**config.mk**
```make
export PLATFORM = sky130hd
export DESIGN_NAME = stereo_crossfade_splicer_top
export DESIGN_NICKNAME = d
export VERILOG_FILES = /design/src/sv/scs_pkg.sv /design/src/sv/stereo_crossfade_splicer_top.sv /design/src/sv/scs_ctrl.sv /design/src/sv/scs_datapath.sv
export SDC_FILE = /design/constraint.sdc
export NUM_CORES = 2
export LEC_CHECK = 0
export BUFFER_PORTS_ARGS = -buffer_cell sky130_fd_sc_hd__clkbuf_2
export CAP_MARGIN = 20
export CORE_AREA = 4 4 296 298
export CTS_CLUSTER_DIAMETER = 40
export DETAILED_ROUTE_END_ITERATION = 10
export DIE_AREA = 0 0 300 302
export HOLD_SLACK_MARGIN = 0.1
export MAX_ROUTING_LAYER = met4
export PLACE_DENSITY = 0.82
export SLEW_MARGIN = 20
export SYNTH_ARGS = -nofsm -noshare
export SYNTH_HDL_FRONTEND = slang
export SYNTH_SLANG_ARGS = --single-unit
export TNS_END_PERCENT = 20
```
**constraint.sdc**
```tcl
create_clock -name clock -period 13.6 [get_ports clock]
set_input_delay 0 -clock clock [delete_from_list [all_inputs] [get_ports clock]]
set_output_delay 0 -clock clock [all_outputs]
set_load 0.02 [all_outputs]
```
**src/sv/scs_pkg.sv**
```systemverilog
// Shared types and constants for the stereo crossfade splicer.
package scs_pkg;

   localparam int SAMPLE_BITS = 16;   // Q1.15 sample width
   localparam int CFG_W       = 25;   // width of every control register
   localparam int CSR_IDX_W   = 2;    // register index width
   localparam int WEIGHT_FRAC = 16;   // Q0.16 ramp weight
   localparam int DIV_STEPS   = WEIGHT_FRAC;
   localparam int STEP_W      = $clog2(DIV_STEPS);

   typedef enum logic [CSR_IDX_W-1:0] {
      CSR_SPLICE_START = 2'd0,
      CSR_SPLICE_END   = 2'd1,
      CSR_FADE_LENGTH  = 2'd2,
      CSR_FRAME_COUNT  = 2'd3
   } csr_index_type;

   typedef enum logic [2:0] {
      ZONE_ORIG_HEAD = 3'd0,
      ZONE_FADE_IN   = 3'd1,
      ZONE_GENERATED = 3'd2,
      ZONE_FADE_OUT  = 3'd3,
      ZONE_ORIG_TAIL = 3'd4,
      ZONE_BEYOND    = 3'd5
   } zone_type;

   typedef enum logic [2:0] {
      ST_IDLE,
      ST_PREP,
      ST_CLASSIFY,
      ST_DIV,
      ST_MUL,
      ST_DONE
   } state_type;

   typedef struct packed {
      logic                          first_frame;
      logic signed [SAMPLE_BITS-1:0] new_left;
      logic signed [SAMPLE_BITS-1:0] new_right;
      logic signed [SAMPLE_BITS-1:0] orig_left;
      logic signed [SAMPLE_BITS-1:0] orig_right;
   } req_data_type;

   typedef struct packed {
      logic signed [SAMPLE_BITS-1:0] mix_left;
      logic signed [SAMPLE_BITS-1:0] mix_right;
      logic [2:0]                    zone;
   } rsp_data_type;

   // Controller to datapath
   typedef struct packed {
      logic accept;     // capture input transfer, advance frame position
      logic prep;       // register clamped window bounds
      logic classify;   // register zone, load divider
      logic div_step;   // one restoring-division step
      logic mul;        // register the two weighted products
      logic out_load;   // load output register
   } ctrl_cmd_type;

   // Datapath to controller
   typedef struct packed {
      logic needs_div;  // current frame lies in a fade zone
   } dp_status_type;

endpackage

```
**src/sv/stereo_crossfade_splicer_top.sv**
```systemverilog
// Top level of the stereo crossfade splicer: controller plus datapath.
//
//  channel  | handshake           | payload                                   | dir
//  ---------+---------------------+-------------------------------------------+-----
//  req_     | req_valid/req_stall | req_data: first_frame, new/orig L and R   | in
//  rsp_     | rsp_valid/rsp_stall | rsp_data: mix_left, mix_right, zone       | out
//  csr_     | csr_wr_en           | csr_index, csr_wdata (25 bits)            | in
//
// One frame at a time. Frames outside a crossfade skip the divider; frames inside
// a fade also pass through the 16-step restoring divider that forms the Q0.16
// ramp weight.
// Reset is synchronous; it clears the control registers, frame position and
// the controller. A finished result sits in the output register, so a new
// frame is taken while rsp_stall holds the previous one.
module stereo_crossfade_splicer_top #(
   parameter longint unsigned MAX_FRAMES = 64'd16777216   // frame position saturates here
) (
   input  logic                          clock,
   input  logic                          reset,
   // control register writes
   input  logic                          csr_wr_en,
   input  logic [scs_pkg::CSR_IDX_W-1:0] csr_index,
   input  logic [scs_pkg::CFG_W-1:0]     csr_wdata,
   // frame input
   input  logic                          req_valid,
   output logic                          req_stall,
   input  scs_pkg::req_data_type         req_data,
   // spliced output
   output logic                          rsp_valid,
   input  logic                          rsp_stall,
   output scs_pkg::rsp_data_type         rsp_data
);
   import scs_pkg::*;

   ctrl_cmd_type  cmd;
   dp_status_type status;

   // Sequencer: idle -> window bounds -> zone -> divide (fades only)
   // -> multiply -> output load.
   scs_ctrl u_ctrl (
      .clock     (clock),
      .reset     (reset),
      .req_valid (req_valid),
      .req_stall (req_stall),
      .rsp_valid (rsp_valid),
      .rsp_stall (rsp_stall),
      .status    (status),
      .cmd       (cmd)
   );

   // Registers, frame counter, window math, divider and mixer.
   scs_datapath #(
      .MAX_FRAMES (MAX_FRAMES)
   ) u_datapath (
      .clock     (clock),
      .reset     (reset),
      .csr_wr_en (csr_wr_en),
      .csr_index (csr_index),
      .csr_wdata (csr_wdata),
      .req_data  (req_data),
      .rsp_data  (rsp_data),
      .cmd       (cmd),
      .status    (status)
   );

endmodule

```
**src/sv/scs_ctrl.sv**
```systemverilog
// Controller state machine for the stereo crossfade splicer.
module scs_ctrl (
   input  logic                  clock,
   input  logic                  reset,
   input  logic                  req_valid,
   output logic                  req_stall,
   output logic                  rsp_valid,
   input  logic                  rsp_stall,
   input  scs_pkg::dp_status_type status,
   output scs_pkg::ctrl_cmd_type  cmd
);
   import scs_pkg::*;

   state_type           state_ff, state_in;
   logic [STEP_W-1:0]   step_ff, step_in;
   logic                rsp_valid_ff, rsp_valid_in;
   logic                out_free;

   assign out_free = !rsp_valid_ff || !rsp_stall;

   // next state
   always_comb begin
      state_in = state_ff;
      unique case (state_ff)
         ST_IDLE:     if (req_valid) state_in = ST_PREP;
         ST_PREP:     state_in = ST_CLASSIFY;
         ST_CLASSIFY: state_in = status.needs_div ? ST_DIV : ST_MUL;
         ST_DIV:      if (step_ff == STEP_W'(DIV_STEPS - 1)) state_in = ST_MUL;
         ST_MUL:      state_in = ST_DONE;
         ST_DONE:     if (out_free) state_in = ST_IDLE;
         default:     state_in = ST_IDLE;
      endcase
   end

   // outputs
   always_comb begin
      cmd       = '0;
      req_stall = 1'b1;
      unique case (state_ff)
         ST_IDLE: begin
            req_stall  = 1'b0;
            cmd.accept = req_valid;
         end
         ST_PREP:     cmd.prep     = 1'b1;
         ST_CLASSIFY: cmd.classify = 1'b1;
         ST_DIV:      cmd.div_step = 1'b1;
         ST_MUL:      cmd.mul      = 1'b1;
         ST_DONE:     cmd.out_load = out_free;
         default:     cmd          = '0;
      endcase
   end

   always_comb begin
      step_in = '0;
      if (state_ff == ST_DIV) step_in = step_ff + STEP_W'(1);
   end

   always_comb begin
      rsp_valid_in = rsp_valid_ff;
      if (cmd.out_load)        rsp_valid_in = 1'b1;
      else if (!rsp_stall)     rsp_valid_in = 1'b0;
   end

   assign rsp_valid = rsp_valid_ff;

   always_ff @(posedge clock) begin
      if (reset) begin
         state_ff     <= ST_IDLE;
         step_ff      <= '0;
         rsp_valid_ff <= 1'b0;
      end else begin
         state_ff     <= state_in;
         step_ff      <= step_in;
         rsp_valid_ff <= rsp_valid_in;
      end
   end

endmodule

```
**src/sv/scs_datapath.sv**
```systemverilog
// Datapath: control registers, frame counter, window math, ramp divider, mixer.
module scs_datapath #(
   parameter longint unsigned MAX_FRAMES = 64'd16777216
) (
   input  logic                                clock,
   input  logic                                reset,
   input  logic                                csr_wr_en,
   input  logic [scs_pkg::CSR_IDX_W-1:0]       csr_index,
   input  logic [scs_pkg::CFG_W-1:0]           csr_wdata,
   input  scs_pkg::req_data_type               req_data,
   output scs_pkg::rsp_data_type               rsp_data,
   input  scs_pkg::ctrl_cmd_type               cmd,
   output scs_pkg::dp_status_type              status
);
   import scs_pkg::*;

   localparam int POS_W  = $clog2(MAX_FRAMES + 64'd1);
   localparam int CMP_W  = (POS_W > CFG_W) ? POS_W : CFG_W;
   localparam int SB     = SAMPLE_BITS;
   localparam int WF     = WEIGHT_FRAC;
   localparam int PROD_W = SB + WF + 2;
   localparam int ACC_W  = SB + WF + 3;

   // control registers
   logic [CFG_W-1:0] start_cfg_ff, end_cfg_ff, fade_cfg_ff, count_cfg_ff;

   always_ff @(posedge clock) begin
      if (reset) begin
         start_cfg_ff <= '0;
         end_cfg_ff   <= '0;
         fade_cfg_ff  <= '0;
         count_cfg_ff <= '0;
      end else if (csr_wr_en) begin
         unique case (csr_index_type'(csr_index))
            CSR_SPLICE_START: start_cfg_ff <= csr_wdata;
            CSR_SPLICE_END:   end_cfg_ff   <= csr_wdata;
            CSR_FADE_LENGTH:  fade_cfg_ff  <= csr_wdata;
            CSR_FRAME_COUNT:  count_cfg_ff <= csr_wdata;
            default:          ;
         endcase
      end
   end

   // frame position and captured item
   logic [POS_W-1:0] frame_pos_ff, frame_pos_in;
   logic [POS_W-1:0] pos_ff, pos_in;
   req_data_type     item_ff;

   assign pos_in       = req_data.first_frame ? '0 : frame_pos_ff;
   assign frame_pos_in = (64'(pos_in) < MAX_FRAMES) ? pos_in + POS_W'(1)
                                                    : POS_W'(MAX_FRAMES);

   always_ff @(posedge clock) begin
      if (reset) frame_pos_ff <= '0;
      else if (cmd.accept) frame_pos_ff <= frame_pos_in;
   end

   always_ff @(posedge clock) begin
      if (cmd.accept) begin
         pos_ff  <= pos_in;
         item_ff <= req_data;
      end
   end

   // window bounds
   logic [CFG_W-1:0] f_c, start_c, end_raw_c, end_c, fs_c, fe_c;
   logic [CFG_W:0]   end_plus_c;
   logic [CFG_W-1:0] f_ff, start_ff, end_ff, fs_ff, fe_ff;
   logic             whole_ff;

   always_comb begin
      f_c        = (64'(count_cfg_ff) > MAX_FRAMES) ? CFG_W'(MAX_FRAMES) : count_cfg_ff;
      start_c    = (start_cfg_ff < f_c) ? start_cfg_ff : f_c;
      end_raw_c  = (end_cfg_ff < f_c) ? end_cfg_ff : f_c;
      end_c      = (end_raw_c < start_c) ? start_c : end_raw_c;
      fs_c       = start_c - ((fade_cfg_ff < start_c) ? fade_cfg_ff : start_c);
      end_plus_c = {1'b0, end_c} + {1'b0, fade_cfg_ff};
      fe_c       = (end_plus_c > {1'b0, f_c}) ? f_c : end_plus_c[CFG_W-1:0];
   end

   always_ff @(posedge clock) begin
      if (cmd.prep) begin
         f_ff     <= f_c;
         start_ff <= start_c;
         end_ff   <= end_c;
         fs_ff    <= fs_c;
         fe_ff    <= fe_c;
         whole_ff <= (start_c == '0) && (end_c >= f_c);
      end
   end

   // zone decision and divider operands
   logic [CMP_W-1:0] pos_ext;
   logic [CFG_W-1:0] p_c;
   zone_type         zone_c, zone_ff;
   logic [CFG_W-1:0] num_c;
   logic [CFG_W:0]   den_c;

   always_comb begin
      pos_ext = CMP_W'(pos_ff);
      p_c     = CFG_W'(pos_ext);
      num_c   = '0;
      den_c   = '0;
      if (pos_ext >= CMP_W'(f_ff))  zone_c = ZONE_BEYOND;
      else if (whole_ff)            zone_c = ZONE_GENERATED;
      else if (p_c < fs_ff)         zone_c = ZONE_ORIG_HEAD;
      else if (p_c < start_ff)      zone_c = ZONE_FADE_IN;
      else if (p_c < end_ff)        zone_c = ZONE_GENERATED;
      else if (p_c < fe_ff)         zone_c = ZONE_FADE_OUT;
      else                          zone_c = ZONE_ORIG_TAIL;
      if (zone_c == ZONE_FADE_IN) begin
         num_c = p_c - fs_ff + CFG_W'(1);
         den_c = {1'b0, start_ff - fs_ff} + (CFG_W + 1)'(1);
      end else begin
         num_c = p_c - end_ff + CFG_W'(1);
         den_c = {1'b0, fe_ff - end_ff} + (CFG_W + 1)'(1);
      end
   end

   assign status.needs_div = (zone_c == ZONE_FADE_IN) || (zone_c == ZONE_FADE_OUT);

   // restoring divider: quotient = (num << WF) / den, num < den
   logic [CFG_W:0]   rem_ff, den_ff;
   logic [WF-1:0]    quo_ff;
   logic [CFG_W+1:0] rem_sh, rem_sub;
   logic             rem_ge;

   assign rem_sh  = {rem_ff, 1'b0};
   assign rem_ge  = rem_sh >= {1'b0, den_ff};
   assign rem_sub = rem_sh - {1'b0, den_ff};

   always_ff @(posedge clock) begin
      if (cmd.classify) begin
         zone_ff <= zone_c;
         rem_ff  <= {1'b0, num_c};
         den_ff  <= den_c;
         quo_ff  <= '0;
      end else if (cmd.div_step) begin
         rem_ff <= rem_ge ? rem_sub[CFG_W:0] : rem_sh[CFG_W:0];
         quo_ff <= {quo_ff[WF-2:0], rem_ge};
      end
   end

   // mix = orig + (new - orig) * wn, rounded half up
   logic [WF:0]              wn;
   logic signed [SB:0]       diff_l, diff_r;
   logic signed [PROD_W-1:0] prod_l_ff, prod_r_ff;

   always_comb begin
      case (zone_ff) inside
         ZONE_ORIG_HEAD, ZONE_ORIG_TAIL: wn = '0;
         ZONE_FADE_IN:                   wn = {1'b0, quo_ff};
         ZONE_FADE_OUT:                  wn = {1'b1, {WF{1'b0}}} - {1'b0, quo_ff};
         default:                        wn = {1'b1, {WF{1'b0}}};
      endcase
   end

   assign diff_l = {item_ff.new_left[SB-1], item_ff.new_left}
                 - {item_ff.orig_left[SB-1], item_ff.orig_left};
   assign diff_r = {item_ff.new_right[SB-1], item_ff.new_right}
                 - {item_ff.orig_right[SB-1], item_ff.orig_right};

   always_ff @(posedge clock) begin
      if (cmd.mul) begin
         prod_l_ff <= diff_l * $signed({1'b0, wn});
         prod_r_ff <= diff_r * $signed({1'b0, wn});
      end
   end

   logic signed [ACC_W-1:0] acc_l, acc_r;
   logic signed [ACC_W-1:0] round_c;

   assign round_c = ACC_W'(1) <<< (WF - 1);
   assign acc_l = {{3{item_ff.orig_left[SB-1]}}, item_ff.orig_left, {WF{1'b0}}}
                + {prod_l_ff[PROD_W-1], prod_l_ff} + round_c;
   assign acc_r = {{3{item_ff.orig_right[SB-1]}}, item_ff.orig_right, {WF{1'b0}}}
                + {prod_r_ff[PROD_W-1], prod_r_ff} + round_c;

   rsp_data_type out_ff;

   always_ff @(posedge clock) begin
      if (cmd.out_load) begin
         out_ff.mix_left  <= acc_l[SB+WF-1:WF];
         out_ff.mix_right <= acc_r[SB+WF-1:WF];
         out_ff.zone      <= zone_ff;
      end
   end

   assign rsp_data = out_ff;

endmodule
```
; ---- Yosys cells after proc, flatten, opt, wreduce, memory -nomap -nowiden
; Cells that the tools add are included.
[totals]
ff_bits = 518
in_bits = 97
out_inout_bits = 37
word_cells = 137
[classes]
addsub = 20
mul = 2
order_cmp = 14
eq_ne = 18
muxes = 36
n_bitwise = 1
reduce_logical = 17
[op_table]
columns = operator, count
row1 = 25-bit two-way mux, 11
row2 = 25-bit < comparator, 8
row3 = 25-bit subtractor, 5
row4 = 25-bit by 1-bit adder with 25-bit output (second input constant), 3
row5 = 32-bit by 16-bit adder with 32-bit output (second input constant), 2
row6 = 32-bit adder, 2
row7 = 17-bit by 18-bit multiplier with 32-bit output, 2
row8 = 25-bit by 1-bit adder with 26-bit output (second input constant), 2
row9 = 26-bit two-way mux, 2
row10 = 17-bit two-way mux, 3
row11 = 25-bit greater-or-equal comparator, 2
row12 = 16-bit by 16-bit subtractor with 17-bit output, 2
row13 = 3-bit two-way mux, 10
row14 = 27-bit by 26-bit greater-or-equal comparator with 1-bit output, 1
row15 = 25-bit by 25-bit adder with 26-bit output, 1
row16 = 26-bit by 25-bit greater-than comparator with 1-bit output, 1
row17 = 26-bit subtractor, 1
row18 = 25-bit greater-than comparator (second input constant), 1
row19 = 25-bit zero test, 1
row20 = 25-bit < comparator (second input constant), 1
row21 = 3-bit one-hot mux with 6 select lines, 1
row22 = 17-bit by 16-bit subtractor with 17-bit output (first input constant), 1
row23 = 3-bit by 2-bit == test with 1-bit output (second input constant), 4
row24 = 3-bit by 1-bit == test with 1-bit output (second input constant), 3
row25 = 18 further kinds, 38

; ---- Depth between registers and ports, before layout
[depth]
ltp_word = 11
mapped_depth = 49
ltp_nobuf = 46

; ---- By module
; From an unflattened synthesis, not the netlist that was laid out.
[hier_totals]
cells_unflattened = 6011
area_unflattened_um2 = 54741.3
[modules_own_cells]
columns = module, n_inst, cells_each, area_per_inst_um2, seq_area_each_um2
row1 = scs_datapath, 1, 5960, 54313.3, 12992.5
row2 = scs_ctrl, 1, 51, 427.9, 160.2

; ---- Worst setup path after synthesis
; Ideal clock, no wire load.
[synth_path]
path_type = register to register
from = reg u_datapath.count_cfg_ff[0]
to = reg u_datapath.fe_ff[12], data pin
setup_time_ns = 0.262
arrival_time_ns = 9.663
required_time_ns = 13.338
path_slack_ns = 3.675
path_stages_with_launch = 49
n_path_buf = 5
synth_period_minus_slack_ns = 9.925
path_cell_list = dfxtp_1 -> nor4_1 -> nand4_1 -> o21ai_2 -> clkbuf_1 -> nand2_1 -> ha_1 -> a21o_1 -> a21o_1 -> a21o_1 -> a21o_1 -> a21oi_1 -> o21ai_0 -> a211o_1 -> buf_2 -> buf_1 -> mux2_2 -> ha_1 -> [... 13 more ...] -> a211oi_2 -> o21bai_1 -> a21o_1 -> a2111oi_2 -> o31a_2 -> o21ai_1 -> a21o_1 -> a211o_1 -> a31oi_4 -> xnor2_1 -> ha_1 -> nand3_1 -> nor2_1 -> o21ai_0 -> a221o_1 -> o211ai_4 -> buf_6 -> mux2_1
[synth_via]
elab_chain_cells = 9
word_cells_on_any_way = 11
classes_between = add/sub: 1 / order compare: 5 / mux: 5
[synth_rtl]
columns = item, line_no
row1 = "start, declared", scs_datapath.sv:25  ; logic [CFG_W-1:0] start_cfg_ff, end_cfg_ff, fade_cfg_ff, count_cfg_ff;
row2 = "start signal, assigned", scs_datapath.sv:38  ; CSR_FRAME_COUNT: count_cfg_ff <= csr_wdata;
row3 = 25-bit greater-than comparator, scs_datapath.sv:72  ; f_c = (64'(count_cfg_ff) > MAX_FRAMES) ? CFG_W'(MAX_FRAMES) : count_cfg_ff;
row4 = 25-bit two-way mux *, scs_datapath.sv:72
row5 = "25-bit < comparator, on equally long branches", "scs_datapath.sv:74, scs_datapath.sv:73"
row6 = "25-bit two-way mux, on equally long branches", "scs_datapath.sv:74, scs_datapath.sv:73"
row7 = 25-bit < comparator, scs_datapath.sv:75  ; end_c = (end_raw_c < start_c) ? start_c : end_raw_c;
row8 = 25-bit two-way mux *, scs_datapath.sv:75
row9 = via u_datapath.end_c[1], scs_datapath.sv:66  ; logic [CFG_W-1:0] f_c, start_c, end_raw_c, end_c, fs_c, fe_c;
row10 = 25-bit by 25-bit adder with 26-bit output *, scs_datapath.sv:77  ; end_plus_c = {1'b0, end_c} + {1'b0, fade_cfg_ff};
row11 = 26-bit by 25-bit greater-than comparator with 1-bit output, scs_datapath.sv:78  ; fe_c = (end_plus_c > {1'b0, f_c}) ? f_c : end_plus_c[CFG_W-1:0];
row12 = 25-bit two-way mux *, scs_datapath.sv:78
row13 = via u_datapath.fe_c[12], scs_datapath.sv:66
row14 = "end signal, assigned", scs_datapath.sv:87  ; fe_ff <= fe_c;
row15 = "end, declared", scs_datapath.sv:68  ; logic [CFG_W-1:0] f_ff, start_ff, end_ff, fs_ff, fe_ff;
; Mark *: on every way through the listed nets, which the timed path passes. The rest lies on a longest branch.
; A chain may end at the register's enable or synchronous reset.

; ---- Final worst setup path
[layout_path]
from = reg u_datapath.count_cfg_ff[0]
to = reg u_datapath.fe_ff[3], data pin
[layout_via]
elab_chain_cells = 9
word_cells_on_any_way = 11
classes_between = add/sub: 1 / order compare: 5 / mux: 5
[layout_rtl]
columns = item, line_no
row1 = 25-bit greater-than comparator *, scs_datapath.sv:72
row2 = 25-bit two-way mux *, scs_datapath.sv:72
row3 = via u_datapath.f_c[1], scs_datapath.sv:66
row4 = "25-bit < comparator, on equally long branches", "scs_datapath.sv:74, scs_datapath.sv:73"
row5 = "25-bit two-way mux, on equally long branches", "scs_datapath.sv:74, scs_datapath.sv:73"
row6 = 25-bit < comparator, scs_datapath.sv:75
row7 = 25-bit two-way mux *, scs_datapath.sv:75
row8 = via u_datapath.end_c[1], scs_datapath.sv:66
row9 = 25-bit by 25-bit adder with 26-bit output *, scs_datapath.sv:77
row10 = 26-bit by 25-bit greater-than comparator with 1-bit output, scs_datapath.sv:78
row11 = 25-bit two-way mux *, scs_datapath.sv:78
row12 = via u_datapath.fe_c[3], scs_datapath.sv:66
; Marked as above.

==> results.ini <==
[die]
initial_core_util_pct = 64.7
num_rows = 107
die-area_um2 = 90600
die_y_um = 302
ioPinCount = 134
core_region_area_um2 = 84900
die_x_um = 300

[timing]
clock_skew_ns = 0.0741
slew_violations = 0
fmax_ghz = 0.0807
worst_slack_ns = 1.21
hold_viol = 0
rsz0062_at_grt = false
fin_tns_setup_ns = 0
finalCritPeriodShare_pct = 91.1
slew_headroom_pct = 20.1
worst_pin_slew_ns = 1.19
setup_viol = 0
period_minus_slack_ns = 12.39

[logic_synthesis]
synth.area.top_cells = edfxtp_1 18%, fa_1 17%, ha_1 16%
synth_adder_area_share_pct = 33.8
synth-compound-area-share_pct = 12.1
yosysTopAreaCell = edfxtp_1
ys_seq_area_share_pct = 23.9
avgSynthCellArea_um2 = 9.04
synth_xor_area_share_pct = 4.48
synth_nets = 7373
yosysUniqueCellTypes = 92
yosysWarnings = 0
synth_top_cell_area_share_pct = 18.5
synthesis.area_um2 = 55000
synthSimpleGateAreaFrac_pct = 15.3
synth_mux_area_share_pct = 3.04
ys.flop_type = edfxtp_1
netlist_instances = 6077
synth_edf_count = 338
yosys_register_bits = 488
synthArstFlopShare_pct = 0
synth_top_family_by_area = adder cells

[cells_and_area]
multi_input_area_um2 = 37900
drive_gt1_share_pct = 7.57
regArea_um2 = 13200
nFillCells = 6120
syn_to_final_growth_pct = 11.6
final_cell_mix = 868 x inv_1, 798 x nand2_1, 720 x ha_1
final_common_cell = inv_1
fin_area_um2 = 61300
antenna_cells = 0
nets = 7640

[global_route]
gr-total-overflow = 0
grt_max_degree = 99
antenna_found_initial = 0
grt_usage_pct = 37.6
grt_pass1_wl_um = 259000
grt_pass1_vias = 47300

[clocking]
cts_sinks = 488
htreeDepth = 3
clk_latency_ns = 0.69
numCtsBuffers = 77
clockBufferDepth = 3
cts_hold_buffers = 161
cts_tree = done
root_buffer = clkbuf_16
clk_pin_slew_ns = 0.06
cts_resized = 0
post_cts_buffers = 0

[power_and_ir_drop]
power.internal_w = 0.00508
powerDensity_nw_per_um2 = 148
p_leak_nw = 28.8
p_seq_share_pct = 21.9
switching_power_w = 0.00399
peakVddDrop_v = 0.000148
combPwrFrac_pct = 55.7
switching_share_pct = 44.0
clockPowerShare_pct = 22.4

[setup_path]
cp-startpoint = u_datapath.count_cfg_ff[0]
r2r_cells = 44
crit_slowest_cell = nor4_1
rr_startpoint = u_datapath.count_cfg_ff[0]
cp_slowest_stage_delay_ns = 0.68
crit_family = compound AO/OA/AOI/OAI gates
end_kind = flop
crit_top_cell = a21o_1
worstPathMaxFanout = 25
arrival_ns = 12.82
critPathRequiredTime_ns = 14.04
cp_num_cells = 44
worstSetupPathType = flop to flop
start_kind = flop
crit_buf_inv = 1

[drt]
wl_per_cell_um = 21.8
ant_nets = 0
first_pass_iters = 8
drc = 0
vias = 46400
drt_iter0_markers = 4245
wirelength_um = 164000
viasPerCell = 6.15

[placed_design]
placement.io_buffers = 133
dp_slack_ns = 1.26
finalWeightedCongestion = 1.03
hpwl_um = 124000
postPlaceCellArea_um2 = 57000

[worst_hold_path]
whs_path_depth = 2
min_from = req_data[44]
hold_path_class = input pin to flop

[run_status]
outcome = finished, final reports clean

[run]
drv_cap = 0

==> layer usage <==
metal / vias to the layer above / share of wire, % / wire [um] / global-route usage (%)
li1: 21000 / - / - / -
met1: 22300 / 40 / 65500 / 48.7
met2: 2505 / 45 / 74500 / 59.1
met3: 592 / 9.9 / 16200 / 6.81
met4: 0 / 5.0 / 8140 / 15.0
met5: - / 0 / 0 / -
==> worst paths after layout <==
kind | end | slack (ns)
max reg2reg | u_datapath.fe_ff[3] | 1.21
min reg2reg | u_ctrl.step_ff[0] | 0.46
min | u_datapath.item_ff[44] | 0.11
max | u_datapath.fe_ff[3] | 1.21
==> power groups by stage <==
stage               combinational [W]  sequential, W  clock [W]
detailed placement            0.00484        0.00201          0
global placement              0.00469        0.00201          0
finish                        0.00506        0.00199    0.00203
CTS                           0.00494        0.00198    0.00203
floorplan                     0.00363        0.00196          0
global route                  0.00560        0.00199    0.00211
==> state kept, by name, summed over array words and instances, names as in the netlist, 26 cells and up <==
register,cells
u_datapath.den_ff,26
u_datapath.item_ff,64
u_datapath.rem_ff,26
u_datapath.rsp_data,35
==> stage by stage <==
step           util, %  instances  total power, W  hold slack, ns
3_3_place_gp      67.1       7247         0.00670           0.177
4_1_cts           72.2       7551         0.00896           0.104
3_5_place_dp      67.1       7247         0.00685           0.179
5_1_grt           72.2       7552         0.00970           0.102
6_report          72.2       7552         0.00908           0.115
2_1_floorplan        -       6077         0.00559          0.0989
==> synth_stat cells, drive strengths merged, types with 24 or more instances <==
master  count
a211oi     51
a21o      123
a21oi     384
a31oi      33
and2       58
buf        28
clkbuf    156
dfxtp     150
edfxtp    338
fa        479
ha        720
inv       870
mux2       85
mux2i      64
nand2     798
nand2b     70
nand3      97
nand4      71
nor2      462
nor2b      89
nor3       80
nor4       28
o211ai     24
o21a       53
o21ai     165
o21bai     33
or3        24
xnor2     187
xor2       94
==> final cells by class <==
type,count,area share (%)
Timing Repair Buffer,372,4.69
Tap cell,1144,2.33
Multi-Input combinational cell,4534,61.8
Sequential cell,488,21.5
Clock inverter,59,1.20
Inverter,871,5.34
Clock buffer,84,3.22
==> cells by family after synthesis <==
| logic type | Yosys count |
|---|---|
| simple gates | 1868 |
| fa+ha+maj | 1199 |
| buf+inv | 1055 |
| compound gates | 1037 |
| flops | 488 |
| xor+xnor | 281 |
| mux | 149 |
(Power assumes the default switching activity.)
